File: src/hdl/brc_pkg.sv
`timescale 1ns / 1ps
// Shared types and constants for the block run coalescer.
// No dependencies; used by every module under hdl.
package brc_pkg;

   localparam int unsigned PtrWidth     = 32;
   localparam int unsigned LenWidth     = 7;
   localparam int unsigned SpbWidth     = 8;
   localparam int unsigned SectorWidth  = 40;
   localparam int unsigned SecCntWidth  = 14;
   localparam int unsigned CsrIdxWidth  = 2;
   localparam int unsigned CsrDataWidth = 32;

   // longest run merged into one request
   localparam logic [LenWidth-1:0] RunCap = 7'd64;

   // request queue between coalescer and sector stage (power of two)
   localparam int unsigned QueueDepth = 4;
   localparam int unsigned QPtrWidth  = $clog2(QueueDepth);
   localparam int unsigned QCntWidth  = $clog2(QueueDepth + 1);

   // register indexes on the csr port
   localparam logic [CsrIdxWidth-1:0] CsrPartitionStart = 2'd0;
   localparam logic [CsrIdxWidth-1:0] CsrSectorsPerBlk  = 2'd1;
   localparam logic [CsrIdxWidth-1:0] CsrMaxRunBlocks   = 2'd2;

   // reset values
   localparam logic [CsrDataWidth-1:0] PartitionStartRst = 32'd0;
   localparam logic [SpbWidth-1:0]     SectorsPerBlkRst  = 8'd2;
   localparam logic [LenWidth-1:0]     MaxRunBlocksRst   = 7'd64;

   typedef struct packed {
      logic [CsrDataWidth-1:0] partition_start;
      logic [SpbWidth-1:0]     sectors_per_block;
      logic [LenWidth-1:0]     max_run_blocks;
   } brc_cfg_type;

   // one read request in block terms, before sector arithmetic
   typedef struct packed {
      logic [PtrWidth-1:0] first_block;
      logic [LenWidth-1:0] block_count;
      logic                final_request;
   } brc_req_type;

endpackage

File: src/hdl/brc_coalesce.sv
`timescale 1ns / 1ps
// Run tracking: merges consecutive block pointers and emits up to two
// requests per transfer. Depends on brc_pkg.
module brc_coalesce (
   input  logic                              clock,
   input  logic                              reset,
   input  brc_pkg::brc_cfg_type              cfg,
   input  logic                              accept,
   input  logic [brc_pkg::PtrWidth-1:0]      pointer_value,
   input  logic                              last_in_block,
   output logic [1:0]                        push_cnt,
   output brc_pkg::brc_req_type              push_req0,
   output brc_pkg::brc_req_type              push_req1
);

   logic [brc_pkg::PtrWidth-1:0] run_first_ff, run_first_in;
   logic [brc_pkg::LenWidth-1:0] run_len_ff, run_len_in;
   logic                         run_open_ff, run_open_in;
   logic                         stopped_ff, stopped_in;

   logic [brc_pkg::LenWidth-1:0] run_limit;
   logic                         extend;
   logic                         emit_old;
   logic                         emit_new;
   brc_pkg::brc_req_type         old_req;
   brc_pkg::brc_req_type         new_req;

   always_comb begin
      priority if (cfg.max_run_blocks == '0) begin
         run_limit = brc_pkg::LenWidth'(1);
      end else if (cfg.max_run_blocks > brc_pkg::RunCap) begin
         run_limit = brc_pkg::RunCap;
      end else begin
         run_limit = cfg.max_run_blocks;
      end
   end

   assign extend = run_open_ff && (run_len_ff < run_limit) &&
                   ((33'(run_first_ff) + 33'(run_len_ff)) == 33'(pointer_value));

   always_comb begin
      run_first_in = run_first_ff;
      run_len_in   = run_len_ff;
      run_open_in  = run_open_ff;
      stopped_in   = stopped_ff;
      emit_old     = 1'b0;
      emit_new     = 1'b0;
      old_req      = '{first_block: run_first_ff, block_count: run_len_ff,
                       final_request: 1'b1};
      new_req      = '{first_block: run_first_ff, block_count: run_len_ff,
                       final_request: 1'b1};
      priority if (stopped_ff) begin
         // rest of the pointer block is skipped
         stopped_in = !last_in_block;
      end else if (pointer_value == '0) begin
         emit_old     = run_open_ff;
         run_first_in = '0;
         run_len_in   = '0;
         run_open_in  = 1'b0;
         stopped_in   = !last_in_block;
      end else begin
         if (extend) begin
            run_len_in = run_len_ff + brc_pkg::LenWidth'(1);
         end else begin
            emit_old      = run_open_ff;
            old_req.final_request = !last_in_block;
            run_first_in  = pointer_value;
            run_len_in    = brc_pkg::LenWidth'(1);
            run_open_in   = 1'b1;
         end
         if (last_in_block) begin
            emit_new     = 1'b1;
            new_req      = '{first_block: run_first_in, block_count: run_len_in,
                             final_request: 1'b1};
            run_first_in = '0;
            run_len_in   = '0;
            run_open_in  = 1'b0;
         end
      end
   end

   // compact the emitted requests so the first one always sits in slot 0
   always_comb begin
      push_req0 = emit_old ? old_req : new_req;
      push_req1 = new_req;
      if (accept) begin
         push_cnt = {1'b0, emit_old} + {1'b0, emit_new};
      end else begin
         push_cnt = 2'd0;
      end
   end

   always_ff @(posedge clock) begin
      if (reset) begin
         run_first_ff <= '0;
         run_len_ff   <= '0;
         run_open_ff  <= 1'b0;
         stopped_ff   <= 1'b0;
      end else if (accept) begin
         run_first_ff <= run_first_in;
         run_len_ff   <= run_len_in;
         run_open_ff  <= run_open_in;
         stopped_ff   <= stopped_in;
      end
   end

`ifndef ASSERT_OFF
   a_open_len: assert property (@(posedge clock) disable iff (reset)
      run_open_ff |-> (run_len_ff != '0) && (run_len_ff <= brc_pkg::RunCap))
      else $error("open run has bad length");
   a_closed_len: assert property (@(posedge clock) disable iff (reset)
      !run_open_ff |-> (run_len_ff == '0))
      else $error("closed run keeps a length");
`endif

endmodule

File: src/hdl/brc_queue.sv
`timescale 1ns / 1ps
// Small request queue: up to two writes per cycle, one read.
// Depends on brc_pkg.
module brc_queue (
   input  logic                  clock,
   input  logic                  reset,
   input  logic [1:0]            push_cnt,
   input  brc_pkg::brc_req_type  push_req0,
   input  brc_pkg::brc_req_type  push_req1,
   input  logic                  pop,
   output logic                  head_valid,
   output brc_pkg::brc_req_type  head_req,
   output logic                  almost_full
);

   brc_pkg::brc_req_type                entry_ff [brc_pkg::QueueDepth];
   logic [brc_pkg::QPtrWidth-1:0]       wr_ptr_ff, wr_ptr_in;
   logic [brc_pkg::QPtrWidth-1:0]       rd_ptr_ff, rd_ptr_in;
   logic [brc_pkg::QCntWidth-1:0]       count_ff, count_in;
   logic [brc_pkg::QPtrWidth-1:0]       wr_ptr_next;

   assign wr_ptr_next = wr_ptr_ff + brc_pkg::QPtrWidth'(1);
   assign wr_ptr_in   = wr_ptr_ff + brc_pkg::QPtrWidth'(push_cnt);
   assign rd_ptr_in   = rd_ptr_ff + brc_pkg::QPtrWidth'(pop);
   assign count_in    = count_ff + brc_pkg::QCntWidth'(push_cnt)
                        - brc_pkg::QCntWidth'(pop);

   assign head_valid  = (count_ff != '0);
   assign head_req    = entry_ff[rd_ptr_ff];
   // leave room for the two requests one transfer can cause
   assign almost_full = (count_ff > brc_pkg::QCntWidth'(brc_pkg::QueueDepth - 2));

   always_ff @(posedge clock) begin
      if (push_cnt != 2'd0) begin
         entry_ff[wr_ptr_ff] <= push_req0;
      end
      if (push_cnt == 2'd2) begin
         entry_ff[wr_ptr_next] <= push_req1;
      end
   end

   always_ff @(posedge clock) begin
      if (reset) begin
         wr_ptr_ff <= '0;
         rd_ptr_ff <= '0;
         count_ff  <= '0;
      end else begin
         wr_ptr_ff <= wr_ptr_in;
         rd_ptr_ff <= rd_ptr_in;
         count_ff  <= count_in;
      end
   end

`ifndef ASSERT_OFF
   a_no_overflow: assert property (@(posedge clock) disable iff (reset)
      (push_cnt != 2'd0) |-> (count_ff <= brc_pkg::QCntWidth'(brc_pkg::QueueDepth - 2)))
      else $error("request queue overflow");
   a_no_underflow: assert property (@(posedge clock) disable iff (reset)
      pop |-> head_valid)
      else $error("pop from empty request queue");
`endif

endmodule

File: src/hdl/brc_sector.sv
`timescale 1ns / 1ps
// Sector arithmetic: multiply stage then partition offset add, with
// back-pressure from the response channel. Depends on brc_pkg.
module brc_sector (
   input  logic                               clock,
   input  logic                               reset,
   input  brc_pkg::brc_cfg_type               cfg,
   input  logic                               head_valid,
   input  brc_pkg::brc_req_type               head_req,
   output logic                               pop,
   output logic                               rsp_valid,
   input  logic                               rsp_stall,
   output logic [brc_pkg::PtrWidth-1:0]       rsp_start_block,
   output logic [brc_pkg::LenWidth-1:0]       rsp_block_count,
   output logic [brc_pkg::SectorWidth-1:0]    rsp_start_sector,
   output logic [brc_pkg::SecCntWidth-1:0]    rsp_sector_count,
   output logic                               rsp_final_request
);

   // multiply stage
   logic                               mul_valid_ff, mul_valid_in;
   brc_pkg::brc_req_type               mul_req_ff;
   logic [brc_pkg::SectorWidth-1:0]    mul_prod_ff, mul_prod_in;
   logic [brc_pkg::SecCntWidth-1:0]    mul_cnt_ff, mul_cnt_in;
   logic [brc_pkg::LenWidth+brc_pkg::SpbWidth-1:0] cnt_full;

   // output stage
   logic                               out_valid_ff, out_valid_in;
   brc_pkg::brc_req_type               out_req_ff;
   logic [brc_pkg::SectorWidth-1:0]    out_sector_ff, out_sector_in;
   logic [brc_pkg::SecCntWidth-1:0]    out_cnt_ff;

   logic load_mul;
   logic load_out;

   assign load_out = mul_valid_ff && (!out_valid_ff || !rsp_stall);
   assign load_mul = head_valid && (!mul_valid_ff || load_out);
   assign pop      = load_mul;

   assign mul_prod_in = brc_pkg::SectorWidth'(head_req.first_block) *
                        brc_pkg::SectorWidth'(cfg.sectors_per_block);
   assign cnt_full    = head_req.block_count * cfg.sectors_per_block;
   assign mul_cnt_in  = cnt_full[brc_pkg::SecCntWidth-1:0];

   assign out_sector_in = brc_pkg::SectorWidth'(cfg.partition_start) + mul_prod_ff;

   assign mul_valid_in = load_mul || (mul_valid_ff && !load_out);
   assign out_valid_in = load_out || (out_valid_ff && rsp_stall);

   always_ff @(posedge clock) begin
      if (reset) begin
         mul_valid_ff <= 1'b0;
         out_valid_ff <= 1'b0;
      end else begin
         mul_valid_ff <= mul_valid_in;
         out_valid_ff <= out_valid_in;
      end
   end

   always_ff @(posedge clock) begin
      if (load_mul) begin
         mul_req_ff  <= head_req;
         mul_prod_ff <= mul_prod_in;
         mul_cnt_ff  <= mul_cnt_in;
      end
      if (load_out) begin
         out_req_ff    <= mul_req_ff;
         out_sector_ff <= out_sector_in;
         out_cnt_ff    <= mul_cnt_ff;
      end
   end

   assign rsp_valid         = out_valid_ff;
   assign rsp_start_block   = out_req_ff.first_block;
   assign rsp_block_count   = out_req_ff.block_count;
   assign rsp_start_sector  = out_sector_ff;
   assign rsp_sector_count  = out_cnt_ff;
   assign rsp_final_request = out_req_ff.final_request;

endmodule

File: src/hdl/block_run_coalescer.sv
`timescale 1ns / 1ps
// Block run coalescer: turns a stream of block pointers into read requests
// for runs of consecutive blocks.
// Input channel req_*: one block pointer per transfer, last_in_block set on
//    the final pointer of a pointer block. A zero pointer ends the list and
//    the rest of that pointer block is dropped.
// Result channel rsp_*: start block, block count, start sector
//    (partition_start + block * sectors_per_block) and sector count.
//    final_request marks the last request caused by one input transfer.
// csr_*: write-only registers (0 partition start, 1 sectors per block,
//    2 maximum run length); write them only while the block is idle.
// Throughput: one pointer per cycle unless req_stall is high. Two requests
//    from one transfer leave one after the other on the result channel, and
//    the four-entry request queue raises req_stall once it holds more than two.
// Path: a request reaches rsp_valid after the transfer that closes its run,
//    through the queue write on the transfer edge, then the multiply stage
//    and the offset add stage; the second of two requests from one transfer
//    follows it.
// Reset (synchronous) empties the pipeline, closes any open run and loads
//    the register defaults. While rsp_stall is high the result holds and the
//    queue fills until req_stall pushes back on the input.
module block_run_coalescer (
   input  logic                                  clock,
   input  logic                                  reset,
   input  logic                                  req_valid,
   output logic                                  req_stall,
   input  logic [brc_pkg::PtrWidth-1:0]          req_pointer_value,
   input  logic                                  req_last_in_block,
   output logic                                  rsp_valid,
   input  logic                                  rsp_stall,
   output logic [brc_pkg::PtrWidth-1:0]          rsp_start_block,
   output logic [brc_pkg::LenWidth-1:0]          rsp_block_count,
   output logic [brc_pkg::SectorWidth-1:0]       rsp_start_sector,
   output logic [brc_pkg::SecCntWidth-1:0]       rsp_sector_count,
   output logic                                  rsp_final_request,
   input  logic                                  csr_wr_en,
   input  logic [brc_pkg::CsrIdxWidth-1:0]       csr_index,
   input  logic [brc_pkg::CsrDataWidth-1:0]      csr_wr_data
);

   brc_pkg::brc_cfg_type  cfg_ff, cfg_in;
   logic                  accept;
   logic [1:0]            push_cnt;
   brc_pkg::brc_req_type  push_req0;
   brc_pkg::brc_req_type  push_req1;
   logic                  head_valid;
   brc_pkg::brc_req_type  head_req;
   logic                  pop;
   logic                  almost_full;

   always_comb begin
      cfg_in = cfg_ff;
      if (csr_wr_en) begin
         unique case (csr_index)
            brc_pkg::CsrPartitionStart: cfg_in.partition_start = csr_wr_data;
            brc_pkg::CsrSectorsPerBlk:
               cfg_in.sectors_per_block = csr_wr_data[brc_pkg::SpbWidth-1:0];
            brc_pkg::CsrMaxRunBlocks:
               cfg_in.max_run_blocks = csr_wr_data[brc_pkg::LenWidth-1:0];
            default: cfg_in = cfg_ff;
         endcase
      end
   end

   always_ff @(posedge clock) begin
      if (reset) begin
         cfg_ff.partition_start   <= brc_pkg::PartitionStartRst;
         cfg_ff.sectors_per_block <= brc_pkg::SectorsPerBlkRst;
         cfg_ff.max_run_blocks    <= brc_pkg::MaxRunBlocksRst;
      end else begin
         cfg_ff <= cfg_in;
      end
   end

   assign req_stall = almost_full;
   assign accept    = req_valid && !req_stall;

   brc_coalesce u_coalesce (
      .clock         (clock),
      .reset         (reset),
      .cfg           (cfg_ff),
      .accept        (accept),
      .pointer_value (req_pointer_value),
      .last_in_block (req_last_in_block),
      .push_cnt      (push_cnt),
      .push_req0     (push_req0),
      .push_req1     (push_req1)
   );

   brc_queue u_queue (
      .clock       (clock),
      .reset       (reset),
      .push_cnt    (push_cnt),
      .push_req0   (push_req0),
      .push_req1   (push_req1),
      .pop         (pop),
      .head_valid  (head_valid),
      .head_req    (head_req),
      .almost_full (almost_full)
   );

   brc_sector u_sector (
      .clock             (clock),
      .reset             (reset),
      .cfg               (cfg_ff),
      .head_valid        (head_valid),
      .head_req          (head_req),
      .pop               (pop),
      .rsp_valid         (rsp_valid),
      .rsp_stall         (rsp_stall),
      .rsp_start_block   (rsp_start_block),
      .rsp_block_count   (rsp_block_count),
      .rsp_start_sector  (rsp_start_sector),
      .rsp_sector_count  (rsp_sector_count),
      .rsp_final_request (rsp_final_request)
   );

`ifndef ASSERT_OFF
   a_rsp_count: assert property (@(posedge clock) disable iff (reset)
      rsp_valid |-> (rsp_block_count != '0) && (rsp_block_count <= brc_pkg::RunCap))
      else $error("response block count out of range");
`endif

endmodule
File: config.mk
export PLATFORM = sky130hd
export DESIGN_NAME = block_run_coalescer
export DESIGN_NICKNAME = d
export VERILOG_FILES = /design/src/hdl/brc_pkg.sv /design/src/hdl/brc_coalesce.sv /design/src/hdl/brc_queue.sv /design/src/hdl/brc_sector.sv /design/src/hdl/block_run_coalescer.sv
export SDC_FILE = /design/constraint.sdc
export NUM_CORES = 1
export LEC_CHECK = 0
export BUFFER_PORTS_ARGS = -buffer_cell sky130_fd_sc_hd__buf_2
export CORE_MARGIN = 1
export CORE_UTILIZATION = 63
export CTS_BUF_LIST = sky130_fd_sc_hd__clkbuf_16
export DETAILED_ROUTE_END_ITERATION = 8
export GPL_ROUTABILITY_DRIVEN = 0
export PLACE_DENSITY_LB_ADDON = 0.1
export SLEW_MARGIN = 20
export SYNTH_ARGS = -nofsm -noshare
export SYNTH_HDL_FRONTEND = slang
export SYNTH_SLANG_ARGS = --single-unit
File: constraint.sdc
create_clock -name clock -period 13.2 [get_ports clock]
set_input_delay 3.96 -clock clock [delete_from_list [all_inputs] [get_ports clock]]
set_output_delay 3.96 -clock clock [all_outputs]
set_load 0.05 [all_outputs]
Word-level counts from Yosys, hierarchy flattened. Memory sizes are Yosys's and may differ from the RTL's. A register that Yosys moved wholly into a read port is not among the register bits. Cells that the tools add are included.

Memories: 1. Logic and storage cells: 102. Register bits after elaboration: 285. Memory bits (writable): 160. Output and inout port bits: 96.

Memory list: u_queue.entry_ff (depth 4, width 40, read ports 1, clocked after memory_dff 1, wr ports 2, RTL line brc_queue.sv:16) `brc_pkg::brc_req_type entry_ff [brc_pkg::QueueDepth];`.

Add/sub/neg operators: 9. Multiply operators: 2. Equality and inequality tests: 5. Reductions and logical operators: 27. Magnitude comparators: 3. Bitwise logic cells: 1. Mux-type cells: 32.

Operator list (count): two-way mux 40 bit (4); two-way mux 32 bit (3); adder 32 x 40 -> 40 bit (1); multiplier 32 x 8 -> 40 bit (1); two-way mux 7 bit (5); adder 32 x 7 -> 33 bit (1); == test 33 x 32 -> 1 bit (1); zero test 32 bit (1); two-way mux 1 bit (18); multiplier 7 x 8 -> 14 bit (1); AND reduction 2 bit (4); adder 7 x 1 -> 7 bit, second input constant (1); > comparator 7 bit, second input constant (1); logical AND 1 bit (7); zero test 7 bit (1); less-than comparator 7 bit (1); zero test 1 bit (6); == test 2 bit, second input constant (2); logical OR 1 bit (4); two-way mux 2 bit (2); adder 3 x 2 -> 3 bit (1); > comparator 3 x 2 -> 1 bit, second input constant (1); != test 3 bit, second input constant (1); AND reduction 3 bit (1); other kinds (10) (10).

Longest topological paths before layout.
Depth after elaboration: 14. Gate-level depth with buffers: 24. Depth with buffers taken out: 21.

Cells and area by module. A second synthesis with hierarchy kept.

Cell total of the unflattened synthesis: 2727. Area, all modules: 31934.4 um^2.

By module, submodules not included: brc_sector (area an instance 17301.6 um^2, instances 1, cells an instance 1615); brc_queue (area an instance 8358.0 um^2, instances 1, cells an instance 430); brc_coalesce (area an instance 4216.5 um^2, instances 1, cells an instance 488); block_run_coalescer (area an instance 2058.2 um^2, instances 1, cells an instance 194).

Worst setup path before layout. Ideal clock, no wire load.

Path type: input to register. Start point: input port rsp_stall. End point: register u_sector.out_req_ff (netlist bit u_sector.rsp_block_count[0]) (enable). Slack: 1.765 ns. Buffers on the path: 0. Data required time: 12.510 ns. Arrival: 10.745 ns. Library setup time: 0.690 ns. Cell stages on the path: 1. Cells stage by stage: a21boi_0.

Cells in the longest elaborated chain, start to end: 3.

RTL lines: start, declared (RTL line block_run_coalescer.sv:30) `input logic rsp_stall,`; zero test 1 bit (RTL line brc_sector.sv:36) `assign load_out = mul_valid_ff && (!out_valid_ff || !rsp_stall);`; logical OR 1 bit (RTL line brc_sector.sv:36); logical AND 1 bit (RTL line brc_sector.sv:36); end signal, assigned (RTL line brc_sector.sv:67) `out_req_ff <= mul_req_ff;`; end, declared (RTL line brc_sector.sv:29) `brc_pkg::brc_req_type out_req_ff;`.

Every way passes these cells. A chain may end at the register's enable or synchronous reset.

==> results.ini <==
[cts]
cts_root_buffer=clkbuf_16
clk_latency_ns=0.60
cts_tree=built
clk_pin_slew_ns=0.06
h-tree-depth=2
ctsResizeCount=0
clk_path_buf_depth=3
clkSinkCount=445
postCtsHoldBufs=0
post-cts-setup-buffer-count=0
numCtsBuffers=47

[layout]
layout-area-overhead-vs-synth_pct=9.526
n_fill_cell=3356
diodes=0
layout.cells.most_common=edfxtp_1
drive_gt1_share_pct=12.10
num-nets-final=3196
final_cell_mix=344 x edfxtp_1, 250 x nand2_1, 248 x inv_1, 211 x fa_1, 210 x and2_1

[sta]
holdWs_ns=0.4152
worst_slack_ns=5.180
setup_viol=0
fin_crit_ns=8.020
finalMaxSlewViolations=0
worst_pin_slew_ns=1.135
fin_crit_sh_pct=60.76
fin_skew_ns=0.03016
clock.fmax_mhz=124.7
slew-limit-headroom_pct=24.18
hold_viol_final=0
rsz0062_at_grt=no
fin_tns_setup_ns=0

[setup_path]
cp.required_ns=13.66
r2r_cells=18
crit_path_top_delay_cell=o22ai_4
start_kind=primary input
crit_chain=buf_2 -> xnor2_1 -> nand4b_1 -> nor4_1 -> o2111ai_1 -> nor4bb_1 -> nand4_1 -> nand2_1 -> inv_1 -> ha_1 -> or2_2 -> or3_1 -> and2_1 -> o22ai_4 -> buf_16 -> a22o_1
reg2reg_slack_ns=5.84
timing.rr.start=u_queue.rd_ptr_ff[0]
arrival_ns=8.48
slowest_delay_ns=0.52
crit_start=req_pointer_value[0]
timing.rr.end=u_sector.mul_prod_ff[38]
crit_fanout=19
cp-end-kind=flop
path_class=in -> reg

[die]
row_count=79
ios=168
start_util_pct=64.19
die_width_um=220.3
die_h_um=220.3
dieArea_mm2=0.04852
core-area_mm2=0.04675

[synth]
syn_avg_cell_area_um2=11.10
syn-num-nets=3127
yosysWarnings=0
synth_top_area_share_pct=34.42
ys_seq_area_share_pct=41.16
syn_area_mm2=0.03001
synthTopCellsByArea=edfxtp_1 34%, fa_1 14%, dfxtp_1 6.7%
ys_async_sr_fraction_pct=0
synth_top_area_cell=edfxtp_1
synth_cells=2703
ys.flop_type=edfxtp_1
synth_seq_cells=445
synth-edff-count=344
synth_cell_types=81

[run]
cap_violations=0

[global_routing]
antenna_found_initial=1
grt_max_degree=70
grt_usage_pct=30.35
grt_pass1_wl_um=114000
grt-ovfl-total=0
grt_pass1_vias=21800

[min_path]
hp-class=reg -> reg
holdPathStages=0
hp-start=u_sector.mul_req_ff[25]
hold_path_end=u_sector.rsp_start_block[17]

[place]
io_buffer_count=167
dp_slack_ns=4.398
dp_hpwl_um=50930

[pwr]
p_leak_uw=0.01393
ir_drop_mv=0.1138
power_density_mw_per_mm2=186.0

[route]
drt-initial-drc-count=2178
drt-pass1-iter-count=9
wire_per_inst_um=21.13
wl_um=72190
num_vias=21200
postRouteAntennaNets=0
post-route-drc-count=13
vias_per_cell=6.203

[outcome]
status=finished, violations left
violations=DRC

-- cell families (layout without fill, tap and decap cells) --
kind of cell             Yosys count  in the layout  synth area share [%]
AND/OR/NAND/NOR                  769            769                 13.00
AO/OA/AOI/OAI                    540            540                 13.11
flip-flops                       445            445                 41.16
buffers and inverters            410            517                 5.345
adder cells (fa/ha/maj)          352            352                 19.95
XOR/XNOR                         123            123                 3.589
multiplexers                      64             64                 3.848
-- metrics by stage --
step	instance area [µm²]	utilization, %	power (µW)	instances
after detailed placement	31280	66.91	4783	3329
after floorplan	30010	-	4128	2703
after CTS	32840	70.25	6126	3416
after global placement	31140	66.61	4689	3324
after global routing	32870	70.31	6468	3417
final	32870	70.31	6115	3417
-- registers in the layout (all words and copies together), names as in the netlist --
signal	cells
u_sector.mul_cnt_ff	14
u_coalesce.run_first_ff	32
u_sector.rsp_sector_count	14
u_sector.rsp_block_count	7
u_sector.mul_prod_ff	40
u_sector.rsp_valid	1
u_coalesce.stopped_ff	1
u_queue.wr_ptr_ff	2
u_queue.rd_ptr_ff	2
u_sector.rsp_start_block	32
u_sector.mul_valid_ff	1
u_queue.entry_ff	160
u_coalesce.run_len_ff	7
u_coalesce.run_open_ff	1
u_sector.rsp_start_sector	40
u_queue.count_ff	3
u_sector.rsp_final_request	1
cfg_ff	47
u_sector.mul_req_ff	40
-- Yosys cell counts (5+ instances only) --
cell type	count
nor4_1	19
o2bb2ai_1	5
xnor2_1	89
edfxtp_1	344
o21ai_0	55
o21a_1	16
nand2b_1	15
nand3_1	35
and3_1	26
o2111ai_1	5
nand2_1	250
a211o_1	7
clkbuf_1	125
and2_1	210
a21o_1	44
a21oi_1	115
o41ai_1	6
fa_1	211
a21boi_0	10
nand4_1	15
buf_1	13
mux2i_1	22
or2_2	7
nor2b_1	18
nor3_1	32
mux4_2	41
buf_4	5
o31ai_1	19
or3_1	10
ha_1	141
a31oi_1	14
a211oi_1	15
buf_2	22
o21bai_1	8
nor2_1	106
inv_1	240
a22o_1	160
dfxtp_1	101
xor2_1	34
o22ai_1	14
-- routing by layer --
layer | vias to the layer above | share of wire (%) | track usage [%]
met5 | - | 0 | 0
met3 | 193 | 7.2 | 4.536
li1 | 9648 | - | -
met1 | 10480 | 41 | 39.70
met2 | 879 | 48 | 50.93
met4 | 0 | 3.7 | 12.28
-- power by group --
part | internal, µW | switching, µW | leakage, µW
registers | 2020 | 129 | 0.00417
logic | 862 | 1770 | 0.00895
clock network | 780 | 559 | 0.000806
total | 3660 | 2450 | 0.0139
-- worst max-delay path by stage --
stage / to / slack (ns) / cells after the start
6_report: u_queue.entry_ff[1][16] / 5.18 / 16
5_1_grt: u_queue.entry_ff[1][24] / 5.03 / 16
4_1_cts: u_queue.entry_ff[1][24] / 5.03 / 15
3_5_place_dp: u_queue.entry_ff[1][16] / 4.40 / 15
3_3_place_gp: u_queue.entry_ff[1][33] / 4.56 / 15
2_1_floorplan: u_sector.rsp_block_count[0] / 1.77 / 1
-- worst max-delay path, delay by kind of cell --
kind	cells	cell delay [ns]
XOR/XNOR	1	0.16
buffers and inverters	3	0.47
AO/OA/AOI/OAI	3	0.89
adder cells (fa/ha/maj)	1	0.37
AND/OR/NAND/NOR	8	2.61
-- cell type report --
cell class / count / area (µm²) / share of cell area [%]
clock buffers: 48 / 1201 / 3.654
inverters: 240 / 900.9 / 2.741
flip-flops and latches: 445 / 12360 / 37.59
multi-input cells: 1848 / 16160 / 49.17
repair buffers: 190 / 1129 / 3.433
well taps: 607 / 759.5 / 2.310
clock inverters: 39 / 361.6 / 1.100
No activity file was read; power rests on OpenSTA's default activity.
